[src/hw/rtl/spisd_pkg.sv]
// shared types and constants of the spi bus sniffer decoder
`default_nettype none

package spisd_pkg;

  localparam int INDEX_BITS    = 32;
  localparam int PENDING_DEPTH = 8;
  localparam int MAX_WORD_BITS = 8;
  localparam int MIN_SPAN      = 15;
  localparam int OUT_W         = 32;
  localparam int EVQ_DEPTH     = 2;
  localparam int CFG_IDX_W     = 3;
  localparam int CFG_DATA_W    = 8;

  // configuration register indexes
  localparam logic [CFG_IDX_W-1:0] CFG_CLK_POL   = 3'd0;
  localparam logic [CFG_IDX_W-1:0] CFG_CLK_PHA   = 3'd1;
  localparam logic [CFG_IDX_W-1:0] CFG_MSB_FIRST = 3'd2;
  localparam logic [CFG_IDX_W-1:0] CFG_WORD_BITS = 3'd3;
  localparam logic [CFG_IDX_W-1:0] CFG_SEL_MODE  = 3'd4;

  // chip select modes
  localparam logic [1:0] SEL_NONE = 2'd0;
  localparam logic [1:0] SEL_LOW  = 2'd1;
  localparam logic [1:0] SEL_HIGH = 2'd2;

  typedef enum logic [1:0] {
    KIND_DATA    = 2'd0,
    KIND_CLK_ERR = 2'd1,
    KIND_SHORT   = 2'd2
  } kind_e;

  typedef struct packed {
    logic chip_select;
    logic sclk;
    logic mosi;
    logic miso;
    logic capture_end;
  } smp_t;

  typedef struct packed {
    logic [1:0]                 record_kind;
    logic [MAX_WORD_BITS-1:0]   mosi_word;
    logic [MAX_WORD_BITS-1:0]   miso_word;
    logic [OUT_W-1:0]           start_sample;
    logic [OUT_W-1:0]           span_samples;
    logic                       last_of_run;
  } res_t;

  typedef struct packed {
    logic [MAX_WORD_BITS-1:0] mosi;
    logic [MAX_WORD_BITS-1:0] miso;
    logic [OUT_W-1:0]         start;
    logic [OUT_W-1:0]         span;
  } word_t;

  typedef struct packed {
    kind_e kind;
    word_t w;
  } rec_t;

  // everything one sample causes, in emission order
  typedef struct packed {
    logic pre_v;
    rec_t pre;
    logic flush;
    logic wd_v;
    logic wd_early;
    rec_t wd;
    logic fin_v;
    rec_t fin;
    logic clr;
  } event_t;

endpackage

`default_nettype wire

[src/hw/rtl/spi_bus_sniffer_decoder_core.sv]
// top level of the spi bus sniffer decoder
//
//   channel   direction  handshake              beat
//   samples   in         push / full            smp_i (select, clock, mosi, miso, end mark)
//   records   out        pop / empty            res_o (kind, words, start, span, last)
//   config    in         cfg_valid / cfg_ready  cfg_index_i, cfg_data_i
//
// one sample beat is taken per cycle while full is low; the front end updates frame state in that cycle
// and queues everything the sample causes for the back end.
// records leave one per cycle through the output register while pop keeps it free;
// a sample that frees held words keeps the back end busy as the registered held list reads them.
// reset clears all control state; the held word list needs no clearing pass.
// full rises when the two-entry event queue fills: pop held low, or samples arriving
// while one sample's records are still leaving.
`default_nettype none

module spi_bus_sniffer_decoder_core #(
  parameter int IndexBits = spisd_pkg::INDEX_BITS,
  parameter int PendDepth = spisd_pkg::PENDING_DEPTH
) (
  input  wire logic                             clk_i,
  input  wire logic                             rst_ni,
  input  wire logic                             push,
  input  wire spisd_pkg::smp_t                  smp_i,
  output logic                                  full,
  input  wire logic                             pop,
  output spisd_pkg::res_t                       res_o,
  output logic                                  empty,
  input  wire logic                             cfg_valid_i,
  output logic                                  cfg_ready_o,
  input  wire logic [spisd_pkg::CFG_IDX_W-1:0]  cfg_index_i,
  input  wire logic [spisd_pkg::CFG_DATA_W-1:0] cfg_data_i
);

  spisd_pkg::event_t ev_in, ev_out;
  logic              accept, ev_empty, ev_pop;

  assign cfg_ready_o = 1'b1;
  assign accept      = push && !full;

  spisd_front #(
    .IndexBits (IndexBits)
  ) u_front (
    .clk_i       (clk_i),
    .rst_ni      (rst_ni),
    .cfg_valid_i (cfg_valid_i && cfg_ready_o),
    .cfg_index_i (cfg_index_i),
    .cfg_data_i  (cfg_data_i),
    .accept_i    (accept),
    .smp_i       (smp_i),
    .ev_o        (ev_in)
  );

  spisd_evq u_evq (
    .clk_i   (clk_i),
    .rst_ni  (rst_ni),
    .push_i  (accept),
    .data_i  (ev_in),
    .full_o  (full),
    .pop_i   (ev_pop),
    .data_o  (ev_out),
    .empty_o (ev_empty)
  );

  spisd_back #(
    .PendDepth (PendDepth)
  ) u_back (
    .clk_i      (clk_i),
    .rst_ni     (rst_ni),
    .ev_empty_i (ev_empty),
    .ev_i       (ev_out),
    .ev_pop_o   (ev_pop),
    .res_o      (res_o),
    .empty      (empty),
    .pop        (pop)
  );

endmodule

`default_nettype wire

[src/hw/rtl/spisd_ram.sv]
// generic single write port ram with registered read
`default_nettype none

module spisd_ram #(
  parameter int Width = 80,
  parameter int Depth = 8
) (
  input  wire logic                     clk_i,
  input  wire logic                     we_i,
  input  wire logic [$clog2(Depth)-1:0] waddr_i,
  input  wire logic [Width-1:0]         wdata_i,
  input  wire logic                     re_i,
  input  wire logic [$clog2(Depth)-1:0] raddr_i,
  output logic      [Width-1:0]         rdata_o
);

  logic [Width-1:0] mem [Depth];

  always_ff @(posedge clk_i) begin
    if (we_i) begin
      mem[waddr_i] <= wdata_i;
    end
    if (re_i) begin
      rdata_o <= mem[raddr_i];
    end
  end

endmodule

`default_nettype wire

[src/hw/rtl/spisd_front.sv]
// front end: frame tracking, edge detection and word assembly per sample
`default_nettype none

module spisd_front #(
  parameter int IndexBits = spisd_pkg::INDEX_BITS
) (
  input  wire logic                             clk_i,
  input  wire logic                             rst_ni,
  input  wire logic                             cfg_valid_i,
  input  wire logic [spisd_pkg::CFG_IDX_W-1:0]  cfg_index_i,
  input  wire logic [spisd_pkg::CFG_DATA_W-1:0] cfg_data_i,
  input  wire logic                             accept_i,
  input  wire spisd_pkg::smp_t                  smp_i,
  output spisd_pkg::event_t                     ev_o
);

  localparam int OutW = spisd_pkg::OUT_W;
  localparam int WordW = spisd_pkg::MAX_WORD_BITS;

  // configuration
  logic       pol_q, pha_q, msb_q;
  logic [3:0] wbits_q;
  logic [1:0] sel_q;

  // decoder state
  logic [IndexBits-1:0] cnt_q, cnt_d;
  logic [IndexBits-1:0] fstart_q, fstart_d;
  logic [IndexBits-1:0] first_q, first_d;
  logic [IndexBits-1:0] second_q, second_d;
  logic [IndexBits-1:0] lastp_q, lastp_d;
  logic                 prev_q, prev_d;
  logic                 infr_q, infr_d;
  logic                 ok_q, ok_d;
  logic                 long_q, long_d;
  logic [WordW-1:0]     mo_q, mo_d, mi_q, mi_d;
  logic [3:0]           bc_q, bc_d;

  logic                 act, target, pre_close, open_f, cont, edge_f;
  logic [3:0]           eff, bc_inc;
  logic [WordW-1:0]     mo_base, mi_base;
  logic [IndexBits-1:0] n;

  function automatic spisd_pkg::rec_t close_rec(input logic                 ok,
                                                input logic [IndexBits-1:0] fs,
                                                input logic [IndexBits-1:0] sec,
                                                input logic [IndexBits-1:0] lst,
                                                input logic [IndexBits-1:0] stop);
    spisd_pkg::rec_t r;
    r = '0;
    if (!ok) begin
      r.kind    = spisd_pkg::KIND_CLK_ERR;
      r.w.start = OutW'(fs);
      r.w.span  = OutW'(stop - fs);
    end else begin
      r.kind    = spisd_pkg::KIND_SHORT;
      r.w.start = OutW'(sec - IndexBits'(1));
      r.w.span  = OutW'(lst - sec + IndexBits'(2));
    end
    return r;
  endfunction

  always_ff @(posedge clk_i or negedge rst_ni) begin
    if (!rst_ni) begin
      pol_q   <= 1'b0;
      pha_q   <= 1'b0;
      msb_q   <= 1'b1;
      wbits_q <= 4'd8;
      sel_q   <= spisd_pkg::SEL_LOW;
    end else if (cfg_valid_i) begin
      unique case (cfg_index_i)
        spisd_pkg::CFG_CLK_POL:   pol_q   <= cfg_data_i[0];
        spisd_pkg::CFG_CLK_PHA:   pha_q   <= cfg_data_i[0];
        spisd_pkg::CFG_MSB_FIRST: msb_q   <= cfg_data_i[0];
        spisd_pkg::CFG_WORD_BITS: wbits_q <= cfg_data_i[3:0];
        spisd_pkg::CFG_SEL_MODE:  sel_q   <= cfg_data_i[1:0];
        default: ;
      endcase
    end
  end

  always_comb begin
    unique case (sel_q)
      spisd_pkg::SEL_LOW:  act = !smp_i.chip_select;
      spisd_pkg::SEL_HIGH: act = smp_i.chip_select;
      default:             act = 1'b1;
    endcase
  end

  always_comb begin
    priority if (wbits_q == 4'd0) begin
      eff = 4'd1;
    end else if (wbits_q > 4'(WordW)) begin
      eff = 4'(WordW);
    end else begin
      eff = wbits_q;
    end
  end

  assign n         = cnt_q;
  assign target    = !(pha_q ^ pol_q);
  assign pre_close = infr_q && !act;
  assign open_f    = !infr_q && act;
  assign cont      = infr_q && act;
  assign edge_f    = cont && ok_q && (smp_i.sclk == target) && (prev_q != target);
  assign bc_inc    = bc_q + 4'd1;
  assign mo_base   = (bc_q == 4'd0) ? '0 : mo_q;
  assign mi_base   = (bc_q == 4'd0) ? '0 : mi_q;

  always_comb begin
    ev_o     = '0;
    fstart_d = fstart_q;
    first_d  = first_q;
    second_d = second_q;
    lastp_d  = lastp_q;
    infr_d   = infr_q;
    ok_d     = ok_q;
    long_d   = long_q;
    mo_d     = mo_q;
    mi_d     = mi_q;
    bc_d     = bc_q;
    prev_d   = smp_i.sclk;

    if (pre_close) begin
      ev_o.pre_v = long_q && (!ok_q || (bc_q >= 4'd2 && bc_q < eff));
      ev_o.pre   = close_rec(ok_q, fstart_q, second_q, lastp_q, n - IndexBits'(1));
      infr_d     = 1'b0;
    end

    if (open_f) begin
      infr_d   = 1'b1;
      fstart_d = n;
      ok_d     = (smp_i.sclk == pol_q);
      long_d   = 1'b0;
      bc_d     = '0;
      mo_d     = '0;
      mi_d     = '0;
    end

    if (cont) begin
      if (!long_q && (n - fstart_q) == IndexBits'(spisd_pkg::MIN_SPAN + 1)) begin
        long_d     = 1'b1;
        ev_o.flush = 1'b1;
      end
      if (edge_f) begin
        if (bc_q == 4'd0) begin
          first_d = n;
        end
        if (msb_q) begin
          mo_d = {mo_base[WordW-2:0], smp_i.mosi};
          mi_d = {mi_base[WordW-2:0], smp_i.miso};
        end else begin
          mo_d = mo_base | (WordW'(smp_i.mosi) << bc_q[2:0]);
          mi_d = mi_base | (WordW'(smp_i.miso) << bc_q[2:0]);
        end
        bc_d = bc_inc;
        if (bc_inc == 4'd2) begin
          second_d = n;
        end
        lastp_d = n;
        if (bc_inc >= eff) begin
          ev_o.wd_v       = 1'b1;
          ev_o.wd_early   = !long_d;
          ev_o.wd.kind    = spisd_pkg::KIND_DATA;
          ev_o.wd.w.mosi  = mo_d;
          ev_o.wd.w.miso  = mi_d;
          ev_o.wd.w.start = OutW'(first_d - IndexBits'(1));
          ev_o.wd.w.span  = OutW'(n - first_d + IndexBits'(2));
          bc_d = '0;
          mo_d = '0;
          mi_d = '0;
        end
      end
    end

    if (smp_i.capture_end) begin
      if (open_f || cont) begin
        ev_o.fin_v = long_d && (!ok_d || (bc_d >= 4'd2 && bc_d < eff));
        ev_o.fin   = close_rec(ok_d, fstart_d, second_d, lastp_d, n);
        infr_d     = 1'b0;
      end
      cnt_d = '0;
    end else begin
      cnt_d = n + IndexBits'(1);
    end

    // any frame open or close empties the held word list
    ev_o.clr = pre_close || open_f || (smp_i.capture_end && (open_f || cont));
  end

  always_ff @(posedge clk_i or negedge rst_ni) begin
    if (!rst_ni) begin
      cnt_q    <= '0;
      fstart_q <= '0;
      first_q  <= '0;
      second_q <= '0;
      lastp_q  <= '0;
      prev_q   <= 1'b0;
      infr_q   <= 1'b0;
      ok_q     <= 1'b0;
      long_q   <= 1'b0;
      mo_q     <= '0;
      mi_q     <= '0;
      bc_q     <= '0;
    end else if (accept_i) begin
      cnt_q    <= cnt_d;
      fstart_q <= fstart_d;
      first_q  <= first_d;
      second_q <= second_d;
      lastp_q  <= lastp_d;
      prev_q   <= prev_d;
      infr_q   <= infr_d;
      ok_q     <= ok_d;
      long_q   <= long_d;
      mo_q     <= mo_d;
      mi_q     <= mi_d;
      bc_q     <= bc_d;
    end
  end

endmodule

`default_nettype wire

[src/hw/rtl/spisd_evq.sv]
// short event queue between front and back end
`default_nettype none

module spisd_evq (
  input  wire logic              clk_i,
  input  wire logic              rst_ni,
  input  wire logic              push_i,
  input  wire spisd_pkg::event_t data_i,
  output logic                   full_o,
  input  wire logic              pop_i,
  output spisd_pkg::event_t      data_o,
  output logic                   empty_o
);

  localparam int Depth = spisd_pkg::EVQ_DEPTH;
  localparam int PtrW  = (Depth > 1) ? $clog2(Depth) : 1;
  localparam int CntW  = $clog2(Depth + 1);

  spisd_pkg::event_t slot_q [Depth];
  logic [PtrW-1:0]   wptr_q, rptr_q;
  logic [CntW-1:0]   cnt_q;
  logic              do_push, do_pop;

  assign full_o  = (cnt_q == CntW'(Depth));
  assign empty_o = (cnt_q == '0);
  assign do_push = push_i && !full_o;
  assign do_pop  = pop_i && !empty_o;
  assign data_o  = slot_q[rptr_q];

  always_ff @(posedge clk_i) begin
    if (do_push) begin
      slot_q[wptr_q] <= data_i;
    end
  end

  always_ff @(posedge clk_i or negedge rst_ni) begin
    if (!rst_ni) begin
      wptr_q <= '0;
      rptr_q <= '0;
      cnt_q  <= '0;
    end else begin
      if (do_push) begin
        wptr_q <= (wptr_q == PtrW'(Depth - 1)) ? '0 : wptr_q + PtrW'(1);
      end
      if (do_pop) begin
        rptr_q <= (rptr_q == PtrW'(Depth - 1)) ? '0 : rptr_q + PtrW'(1);
      end
      if (do_push && !do_pop) begin
        cnt_q <= cnt_q + CntW'(1);
      end else if (do_pop && !do_push) begin
        cnt_q <= cnt_q - CntW'(1);
      end
    end
  end

endmodule

`default_nettype wire

[src/hw/rtl/spisd_back.sv]
// back end: held word list, record sequencing and output register
`default_nettype none

module spisd_back #(
  parameter int PendDepth = spisd_pkg::PENDING_DEPTH
) (
  input  wire logic              clk_i,
  input  wire logic              rst_ni,
  input  wire logic              ev_empty_i,
  input  wire spisd_pkg::event_t ev_i,
  output logic                   ev_pop_o,
  output spisd_pkg::res_t        res_o,
  output logic                   empty,
  input  wire logic              pop
);

  localparam int AddrW = $clog2(PendDepth);
  localparam int CntW  = $clog2(PendDepth + 1);
  localparam int WordW = $bits(spisd_pkg::word_t);

  spisd_pkg::event_t cur_q, cur_d;
  logic [CntW-1:0]   cnt_q, cnt_d;
  logic [CntW-1:0]   rem_q, rem_d;
  logic [AddrW-1:0]  ridx_q, ridx_d;
  logic              rdv_q, rdv_d;
  logic              out_vld_q, out_vld_d;
  spisd_pkg::res_t   out_q, out_d;

  spisd_pkg::rec_t   cand;
  spisd_pkg::word_t  rdata;
  logic              cand_v, cand_last, out_free, fl_act, busy, emit, cur_done;
  logic              rd_issue, wr_en;
  logic [WordW-1:0]  rdata_raw;

  spisd_ram #(
    .Width (WordW),
    .Depth (PendDepth)
  ) u_pend (
    .clk_i   (clk_i),
    .we_i    (wr_en),
    .waddr_i (cnt_q[AddrW-1:0]),
    .wdata_i (ev_i.wd.w),
    .re_i    (rd_issue),
    .raddr_i (ridx_q),
    .rdata_o (rdata_raw)
  );

  assign rdata    = spisd_pkg::word_t'(rdata_raw);
  assign out_free = !out_vld_q || pop;
  assign fl_act   = (rem_q != '0) || rdv_q;
  assign busy     = cur_q.pre_v || fl_act || cur_q.wd_v || cur_q.fin_v;
  assign rd_issue = !cur_q.pre_v && (rem_q != '0) && (!rdv_q || out_free);

  // next record of the current event, in emission order
  always_comb begin
    cand      = '0;
    cand_v    = 1'b0;
    cand_last = 1'b0;
    priority if (cur_q.pre_v) begin
      cand      = cur_q.pre;
      cand_v    = 1'b1;
      cand_last = (rem_q == '0) && !cur_q.wd_v && !cur_q.fin_v;
    end else if (fl_act) begin
      cand.kind = spisd_pkg::KIND_DATA;
      cand.w    = rdata;
      cand_v    = rdv_q;
      cand_last = (rem_q == '0) && !cur_q.wd_v && !cur_q.fin_v;
    end else if (cur_q.wd_v) begin
      cand      = cur_q.wd;
      cand_v    = 1'b1;
      cand_last = !cur_q.fin_v;
    end else if (cur_q.fin_v) begin
      cand      = cur_q.fin;
      cand_v    = 1'b1;
      cand_last = 1'b1;
    end else begin
      cand_v = 1'b0;
    end
  end

  assign emit     = cand_v && out_free;
  assign cur_done = !busy || (emit && cand_last);
  assign ev_pop_o = cur_done && !ev_empty_i;
  assign wr_en    = ev_pop_o && ev_i.wd_v && ev_i.wd_early && (cnt_q < CntW'(PendDepth));

  always_comb begin
    cur_d     = cur_q;
    cnt_d     = cnt_q;
    rem_d     = rem_q;
    ridx_d    = ridx_q;
    rdv_d     = rdv_q;
    out_vld_d = out_vld_q;
    out_d     = out_q;

    if (emit) begin
      out_vld_d               = 1'b1;
      out_d.record_kind       = cand.kind;
      out_d.mosi_word         = cand.w.mosi;
      out_d.miso_word         = cand.w.miso;
      out_d.start_sample      = cand.w.start;
      out_d.span_samples      = cand.w.span;
      out_d.last_of_run       = cand_last;
      priority if (cur_q.pre_v) begin
        cur_d.pre_v = 1'b0;
      end else if (fl_act) begin
        rdv_d = 1'b0;
      end else if (cur_q.wd_v) begin
        cur_d.wd_v = 1'b0;
      end else begin
        cur_d.fin_v = 1'b0;
      end
    end else if (pop) begin
      out_vld_d = 1'b0;
    end

    if (rd_issue) begin
      rem_d  = rem_q - CntW'(1);
      ridx_d = ridx_q + AddrW'(1);
      rdv_d  = 1'b1;
    end

    if (cur_done) begin
      if (ev_pop_o) begin
        cur_d      = ev_i;
        // early words go to the held list while it has room, not out
        cur_d.wd_v = ev_i.wd_v && !ev_i.wd_early;
        rem_d      = ev_i.flush ? cnt_q : '0;
        ridx_d     = '0;
        rdv_d      = 1'b0;
        if (ev_i.clr || ev_i.flush) begin
          cnt_d = '0;
        end else if (wr_en) begin
          cnt_d = cnt_q + CntW'(1);
        end
      end else begin
        cur_d.pre_v = 1'b0;
        cur_d.wd_v  = 1'b0;
        cur_d.fin_v = 1'b0;
      end
    end
  end

  always_ff @(posedge clk_i or negedge rst_ni) begin
    if (!rst_ni) begin
      cur_q     <= '0;
      cnt_q     <= '0;
      rem_q     <= '0;
      ridx_q    <= '0;
      rdv_q     <= 1'b0;
      out_vld_q <= 1'b0;
      out_q     <= '0;
    end else begin
      cur_q     <= cur_d;
      cnt_q     <= cnt_d;
      rem_q     <= rem_d;
      ridx_q    <= ridx_d;
      rdv_q     <= rdv_d;
      out_vld_q <= out_vld_d;
      out_q     <= out_d;
    end
  end

  assign empty = !out_vld_q;
  assign res_o = out_q;

endmodule

`default_nettype wire
[config.mk]
export PLATFORM = sky130hd
export DESIGN_NAME = spi_bus_sniffer_decoder_core
export DESIGN_NICKNAME = d
export VERILOG_FILES = /design/src/hw/rtl/spisd_pkg.sv /design/src/hw/rtl/spi_bus_sniffer_decoder_core.sv /design/src/hw/rtl/spisd_ram.sv /design/src/hw/rtl/spisd_front.sv /design/src/hw/rtl/spisd_evq.sv /design/src/hw/rtl/spisd_back.sv
export SDC_FILE = /design/constraint.sdc
export NUM_CORES = 2
export LEC_CHECK = 0
export BUFFER_PORTS_ARGS = -buffer_cell sky130_fd_sc_hd__buf_2
export CORE_MARGIN = 1
export CORE_UTILIZATION = 39
export CTS_CLUSTER_DIAMETER = 60
export DETAILED_ROUTE_END_ITERATION = 8
export MAX_ROUTING_LAYER = met4
export SYNTH_ARGS = -nofsm -noshare
export SYNTH_HDL_FRONTEND = slang
export SYNTH_SLANG_ARGS = --single-unit
[constraint.sdc]
create_clock -name clk_i -period 19.8 [get_ports clk_i]
set_input_delay 3.96 -clock clk_i [delete_from_list [all_inputs] [get_ports clk_i]]
set_output_delay 3.96 -clock clk_i [all_outputs]
set_load 0.1 [all_outputs]
Yosys cells after proc, flatten, opt, wreduce, memory -nomap -nowiden
Memories as Yosys holds them, arrays and structs flattened. A register that Yosys moved wholly into a read port is not among the register bits.
Cells that the tools add are included.
Storage, ports and cells
  bits in writable memories: 1144
  memories kept: 2
  output and inout bits: 86
  word-level logic and storage cells: 283
  input port bits: 21
  register bits after elaboration: 545
Memory list
  u_back.u_pend.mem: words 8, bits a word 80, read ports 1, clocked after memory_dff 1, wr ports 1, line spisd_ram.sv:17  | logic [Width-1:0] mem [Depth];
  u_evq.slot_q: words 2, bits a word 252, read ports 1, clocked after memory_dff 0, wr ports 1, line spisd_evq.sv:19  | spisd_pkg::event_t slot_q [Depth];
Operators by class
  bitwise logic cells: 3
  eq/ne operators: 15
  $add $sub $neg: 22
  muxes and demuxes: 100
  reductions and logical operators: 80
  $lt $le $gt $ge: 7
  shifts and indexed selects: 2
Operators by type and width (count)
  $mux W83: 6
  $mux W82: 4
  $mux W32: 10
  $mux W252: 1
  $sub A32 B32 Y32: 6
  $mux W84: 2
  $mux W64: 2
  $sub A32 B1 Y32 const B: 4
  $add A32 B2 Y32 const B: 3
  $mux W8: 12
  $mux W85: 1
  $mux W4: 12
  $mux W1: 42
  $add A32 B1 Y32 const B: 1
  $eq A32 B5 Y1 const B: 1
  $logic_and A1 B1 Y1: 28
  $logic_not A1 Y1: 19
  $or A8 B8 Y8: 2
  $shl A1 B3 Y8: 2
  $logic_or A1 B1 Y1: 13
  $logic_not A4 Y1: 3
  $reduce_and A2 Y1: 6
  $mux W3: 3
  $reduce_and A3 Y1: 3
  28 further kinds: 43

Longest topological paths before layout
  word-level depth: 14
  gate-level depth with buffers: 30
  depth with buffers taken out: 25

By module
Synthesis repeated with hierarchy kept, for this count alone.
Second synthesis, totals
  cell total of the unflattened synthesis: 6137
  area, all modules: 84544.8 sq um
Modules (own cells, without submodules)
  spisd_ram: instances 1, cells each 1018, seq. area each 21620.7 sq um, area an instance 26455.4 sq um
  spisd_front: instances 1, cells each 3220, seq. area each 4833.4 sq um, area an instance 24284.5 sq um
  spisd_evq: instances 1, cells each 803, seq. area each 15234.6 sq um, area an instance 19072.0 sq um
  spisd_back: instances 1, cells each 1093, seq. area each 8633.3 sq um, area an instance 14707.9 sq um
  spi_bus_sniffer_decoder_core: instances 1, cells each 3, seq. area each 0.0 sq um, area an instance 25.0 sq um

Worst setup path before layout
OpenSTA, ideal clock, no wires.
  path type: input -> register
  start: input push
  end: memory u_evq.slot_q[0][0] (netlist bit) (enable)
  cell stages on the path: 3
  slack: 5.643 ns
  setup time: 0.801 ns
  arrival: 13.356 ns
  path buffers: 1
  data required time: 18.999 ns
  cell sequence: nand2_1 > clkbuf_1 > nor2_1
Between the ends
  word-level cells in the longest chain between the ends: 4
Ends and longest elaborated chain
  from (decl): line spi_bus_sniffer_decoder_core.sv:23  | input wire logic push,
  $logic_and A1 B1 Y1: line spi_bus_sniffer_decoder_core.sv:39  | assign accept = push && !full;
  $logic_and A1 B1 Y1: line spisd_evq.sv:26  | assign do_push = push_i && !full_o;
  $mux W1: line spisd_evq.sv:31  | if (do_push) begin
  $mux W1 (not written as such): line spisd_evq.sv:32  | slot_q[wptr_q] <= data_i;
  to (decl): line spisd_evq.sv:19
No other way between the ends.

==> impl_results.rst <==
.. list-table::
   :header-rows: 1

   * - Metric
     - Value
   * - Die boundary height
     - 449.7 um
   * - Wire per inst
     - 25.13 um
   * - Cell with the largest stage delay on the worst path
     - sky130_fd_sc_hd__nor3_1
   * - Top flip-flop cell by instance count after synthesis
     - sky130_fd_sc_hd__edfxtp_1
   * - Power density cells
     - 153.0 nW/um^2
   * - Final setup violation count
     - 0
   * - Cell with the most instances after synthesis
     - sky130_fd_sc_hd__edfxtp_1
   * - Die W
     - 449.7 um
   * - Reg clk slew, reported paths
     - 0.06 ns
   * - Weighted congestion reported at the end of routability-driven placement
     - 0.9715
   * - Average size of a mapped cell
     - 12.49 sq um
   * - Nets@finish
     - 6594
   * - Fraction of layout cells with a size suffix above 1
     - 13.85%
   * - Worst slew margin relative to its limit
     - 6.042%
   * - Register area share after synthesis
     - 60.67%
   * - Crit path setup slack, layout
     - 9.754 ns
   * - Final setup TNS
     - 0 ns
   * - Count of max-cap constraint violations
     - 0
   * - Wire length reported by the detailed router
     - 228500 um
   * - Fill cell instance count of the final layout
     - 18060
   * - Post-synth ARST share
     - 30.53%
   * - Depth of the worst hold-timing path
     - 2
   * - Kind of capture point of the worst setup path
     - flip-flop
   * - Crit Path Max Fanout
     - 27
   * - CORE AREA
     - 198200 sq um
   * - Per-cell via count in the routed design
     - 5.585
   * - Remaining number of nets flagged by the antenna check after routing
     - 0
   * - Number of global-route vias before repair
     - 49510
   * - Minimum clock period
     - 10.05 ns
   * - Final hold violation count
     - 0
   * - Site Rows
     - 163
   * - Count of different cell masters after synthesis
     - 94
   * - Gr ovfl total
     - 0
   * - Syn Std Cell Area
     - 78180 sq um
   * - Slowest Stage Delay on Critical Path
     - 0.81 ns
   * - Most used cell along the critical path
     - sky130_fd_sc_hd__ha_1
   * - Initial cell density of the core
     - 39.44%
   * - Length in cells of the worst reg-to-reg path
     - 19
   * - Result of the run
     - finished, final reports clean
   * - RSZ-0062 raised after global routing
     - false
   * - Wire length of the first global-routing pass
     - 335100 um
   * - Crit path max-delay family
     - compound AO/OA/AOI/OAI gates
   * - Initial antenna violation count
     - 12
   * - TritonCTS clock tree
     - yes
   * - Setup clock skew after layout
     - 0.04416 ns
   * - Warning count from the yosys run
     - 0
   * - Share of Yosys cell area claimed by the top area cell type
     - 44.40%
   * - Clk root buf
     - sky130_fd_sc_hd__clkbuf_16
   * - Largest net degree at the start of global routing
     - 140
   * - Number of buffers added to fix hold violations after cts
     - 0
   * - Die footprint
     - 202300 sq um
   * - Leading post-synthesis cells by instance count
     - sky130_fd_sc_hd__edfxtp_1, sky130_fd_sc_hd__nand2_1, sky130_fd_sc_hd__dfrtp_1
   * - Reg-to-reg slack, setup
     - 12.19 ns
   * - Slew Limit Fails
     - 0
   * - Number of search-and-repair iterations in the first detailed-routing pass
     - 5
   * - IO buf count
     - 101
   * - Detailed-placement wirelength estimate
     - 155300 um
   * - Clock network latency to the later pin of the worst-skew pair
     - 0.84 ns
   * - Layout Area Growth over Synthesis
     - 12.04%
   * - DP Worst Slack
     - 9.113 ns
   * - Reg2Reg Launch Point
     - u_front.sel_q[0]
   * - Data required time at the worst endpoint
     - 20.31 ns
   * - WP data arrival
     - 10.56 ns
   * - Nets in the synthesized netlist
     - 6562
   * - Maximum clock rate
     - 99.54 MHz
   * - Count of flip-flops with a built-in enable after synthesis
     - 1156
   * - Hold worst-path end
     - u_back.cur_q[156]
   * - Crit path buf inv count
     - 3
   * - Synth area leaders
     - sky130_fd_sc_hd__edfxtp_1, sky130_fd_sc_hd__dfrtp_1, sky130_fd_sc_hd__mux4_2
   * - Post-CTS Setup Bufs
     - 0
   * - Via Count
     - 50780
   * - Drc violations
     - 0
   * - Setup CP Type
     - in -> reg
   * - Launch point of the worst hold path
     - u_back.cur_q[156]
   * - Worst-path cell chain
     - buf_2 > nor2b_1 > a211o_1 > ha_1 > and3_1 > nand4b_1 > buf_4 > buf_4 > mux2i_1 > ha_1 > ha_1 > nand2_1 > nor3_1 > a21boi_0 > a41o_1 > nor3_1 > a21oi_1 > xnor2_1 > a211oi_1
   * - DR iter-0 viols
     - 5195
   * - Reg-to-reg endpoint
     - u_evq.slot_q[0][23]
   * - Worst-margin pin slew
     - 1.401 ns
   * - TritonCTS sink count
     - 1664
   * - CTS H-tree lvls
     - 4
   * - Path class of the lowest-slack min-delay path
     - reg -> reg
   * - Maximum clock path buffer count
     - 3
   * - Library cell occupying the most area in the post-synthesis netlist
     - sky130_fd_sc_hd__edfxtp_1
   * - Worst supply voltage drop on vdd
     - 0.1173 mV
   * - Combined global-route utilization of all metal layers
     - 23.00%
   * - Synthesized flop and latch total
     - 1664
   * - Number of buffers created by CTS
     - 177
   * - I/O pin cnt
     - 107
   * - Count of mapped cells out of synthesis
     - 6261
   * - Period utilization
     - 50.74%
   * - PostCTS Resize Cnt
     - 0
   * - Worst setup SP type
     - input port
   * - Leakage power
     - 0.03411 uW
## state kept, by name (all words and copies together) (netlist names), 2 cells and up
register and count:
u_back.cnt_q 4, u_back.cur_q 215, u_back.rem_q 4, u_back.res_o 83, u_back.ridx_q 3, u_back.u_pend.mem 640, u_back.u_pend.rdata_o 80, u_evq.cnt_q 2
u_evq.slot_q 436, u_front.bc_q 4, u_front.cnt_q 32, u_front.first_q 32, u_front.fstart_q 32, u_front.lastp_q 32, u_front.mi_q 8, u_front.mo_q 8
u_front.second_q 32, u_front.sel_q 2, u_front.wbits_q 4
## power by group
group          total (uW)  internal [uW]  switching [uW]
combinational        4870           1520            3350
sequential           5170           4720             450
clock                3350           1930            1430
total               13400           8170            5230
## worst max path at each step
stage,cells after the start,start,to
global placement,19,smp_i[4],u_evq.slot_q[0][23]
finish,19,smp_i[4],u_evq.slot_q[0][23]
CTS,19,smp_i[4],u_evq.slot_q[0][23]
detailed placement,19,smp_i[4],u_evq.slot_q[1][23]
floorplan,3,push,u_evq.slot_q[0][0]
global route,19,smp_i[4],u_evq.slot_q[0][23]
## logic make-up (layout without fill, tap and decap cells)
| kind of cell | Yosys count | in the layout | share of synthesized area, % |
|---|---|---|---|
| muxes | 571 | 571 | 10.18 |
| buffers and inverters | 512 | 699 | 2.519 |
| and+or+nand+nor | 1789 | 1789 | 9.958 |
| other | 1 | 5 | 0.004797 |
| DFF | 1664 | 1664 | 60.67 |
| AOI/OAI and AO/OA | 1175 | 1175 | 9.122 |
| adders and majority gates | 280 | 280 | 4.529 |
| xor gates and xnor gates | 269 | 269 | 3.023 |
## through the flow
step | std cells | hold slack, ns | power [uW] | cell area [sq um] | utilization [%]
after global placement | 8754 | 0.4550 | 10040 | 81650 | 41.19
after floorplan | 6261 | 0.4462 | 8494 | 78180 | -
final | 9092 | 0.4750 | 13400 | 87590 | 44.19
after CTS | 9088 | 0.4786 | 13480 | 87580 | 44.18
after global routing | 9092 | 0.4849 | 14010 | 87590 | 44.19
after detailed placement | 8754 | 0.4628 | 10110 | 81650 | 41.19
## routing by layer
metal / routed length, um / track usage [%]
met1: 100400 / 31.30
met2: 102500 / 34.25
met3: 15660 / 3.585
met4: 9901 / 9.635
met5: 0 / -
## cells in the final DEF, fill, tap and decap left out, types with 69 or more instances in the layout
cell type,synthesis,layout
sky130_fd_sc_hd__xnor2_1,157,157
sky130_fd_sc_hd__nand2_1,926,921
sky130_fd_sc_hd__mux4_2,160,160
sky130_fd_sc_hd__o21ai_0,453,453
sky130_fd_sc_hd__nor2_1,420,410
sky130_fd_sc_hd__mux2_2,176,176
sky130_fd_sc_hd__inv_1,152,150
sky130_fd_sc_hd__a221oi_1,69,69
sky130_fd_sc_hd__a21oi_1,264,263
sky130_fd_sc_hd__xor2_1,111,111
sky130_fd_sc_hd__clkbuf_16,0,179
sky130_fd_sc_hd__dfrtp_1,505,498
sky130_fd_sc_hd__ha_1,275,274
sky130_fd_sc_hd__nor3_1,129,126
sky130_fd_sc_hd__mux2i_1,230,229
sky130_fd_sc_hd__buf_2,13,100
sky130_fd_sc_hd__nand3_1,78,78
sky130_fd_sc_hd__buf_4,2,108
sky130_fd_sc_hd__edfxtp_1,1156,1156
## area by class of cell
cell class	instances	area, sq um	area share (%)
Inverter	154	588.1	0.6714
Antenna cell	4	10.01	0.01143
Tap cell	2640	3303	3.771
Clock inverter	88	1015	1.158
Timing Repair Buffer	211	1366	1.560
Sequential cell	1664	47450	54.18
Clock buffer	246	4911	5.607
Multi-Input combinational cell	4085	28940	33.04
## worst min-delay path: cells and delay by family, from the launching register on
kind / cells / cell delay (ns)
flops: 1 / 0.34
simple gates: 2 / 0.10
(Power assumes the default switching activity.)
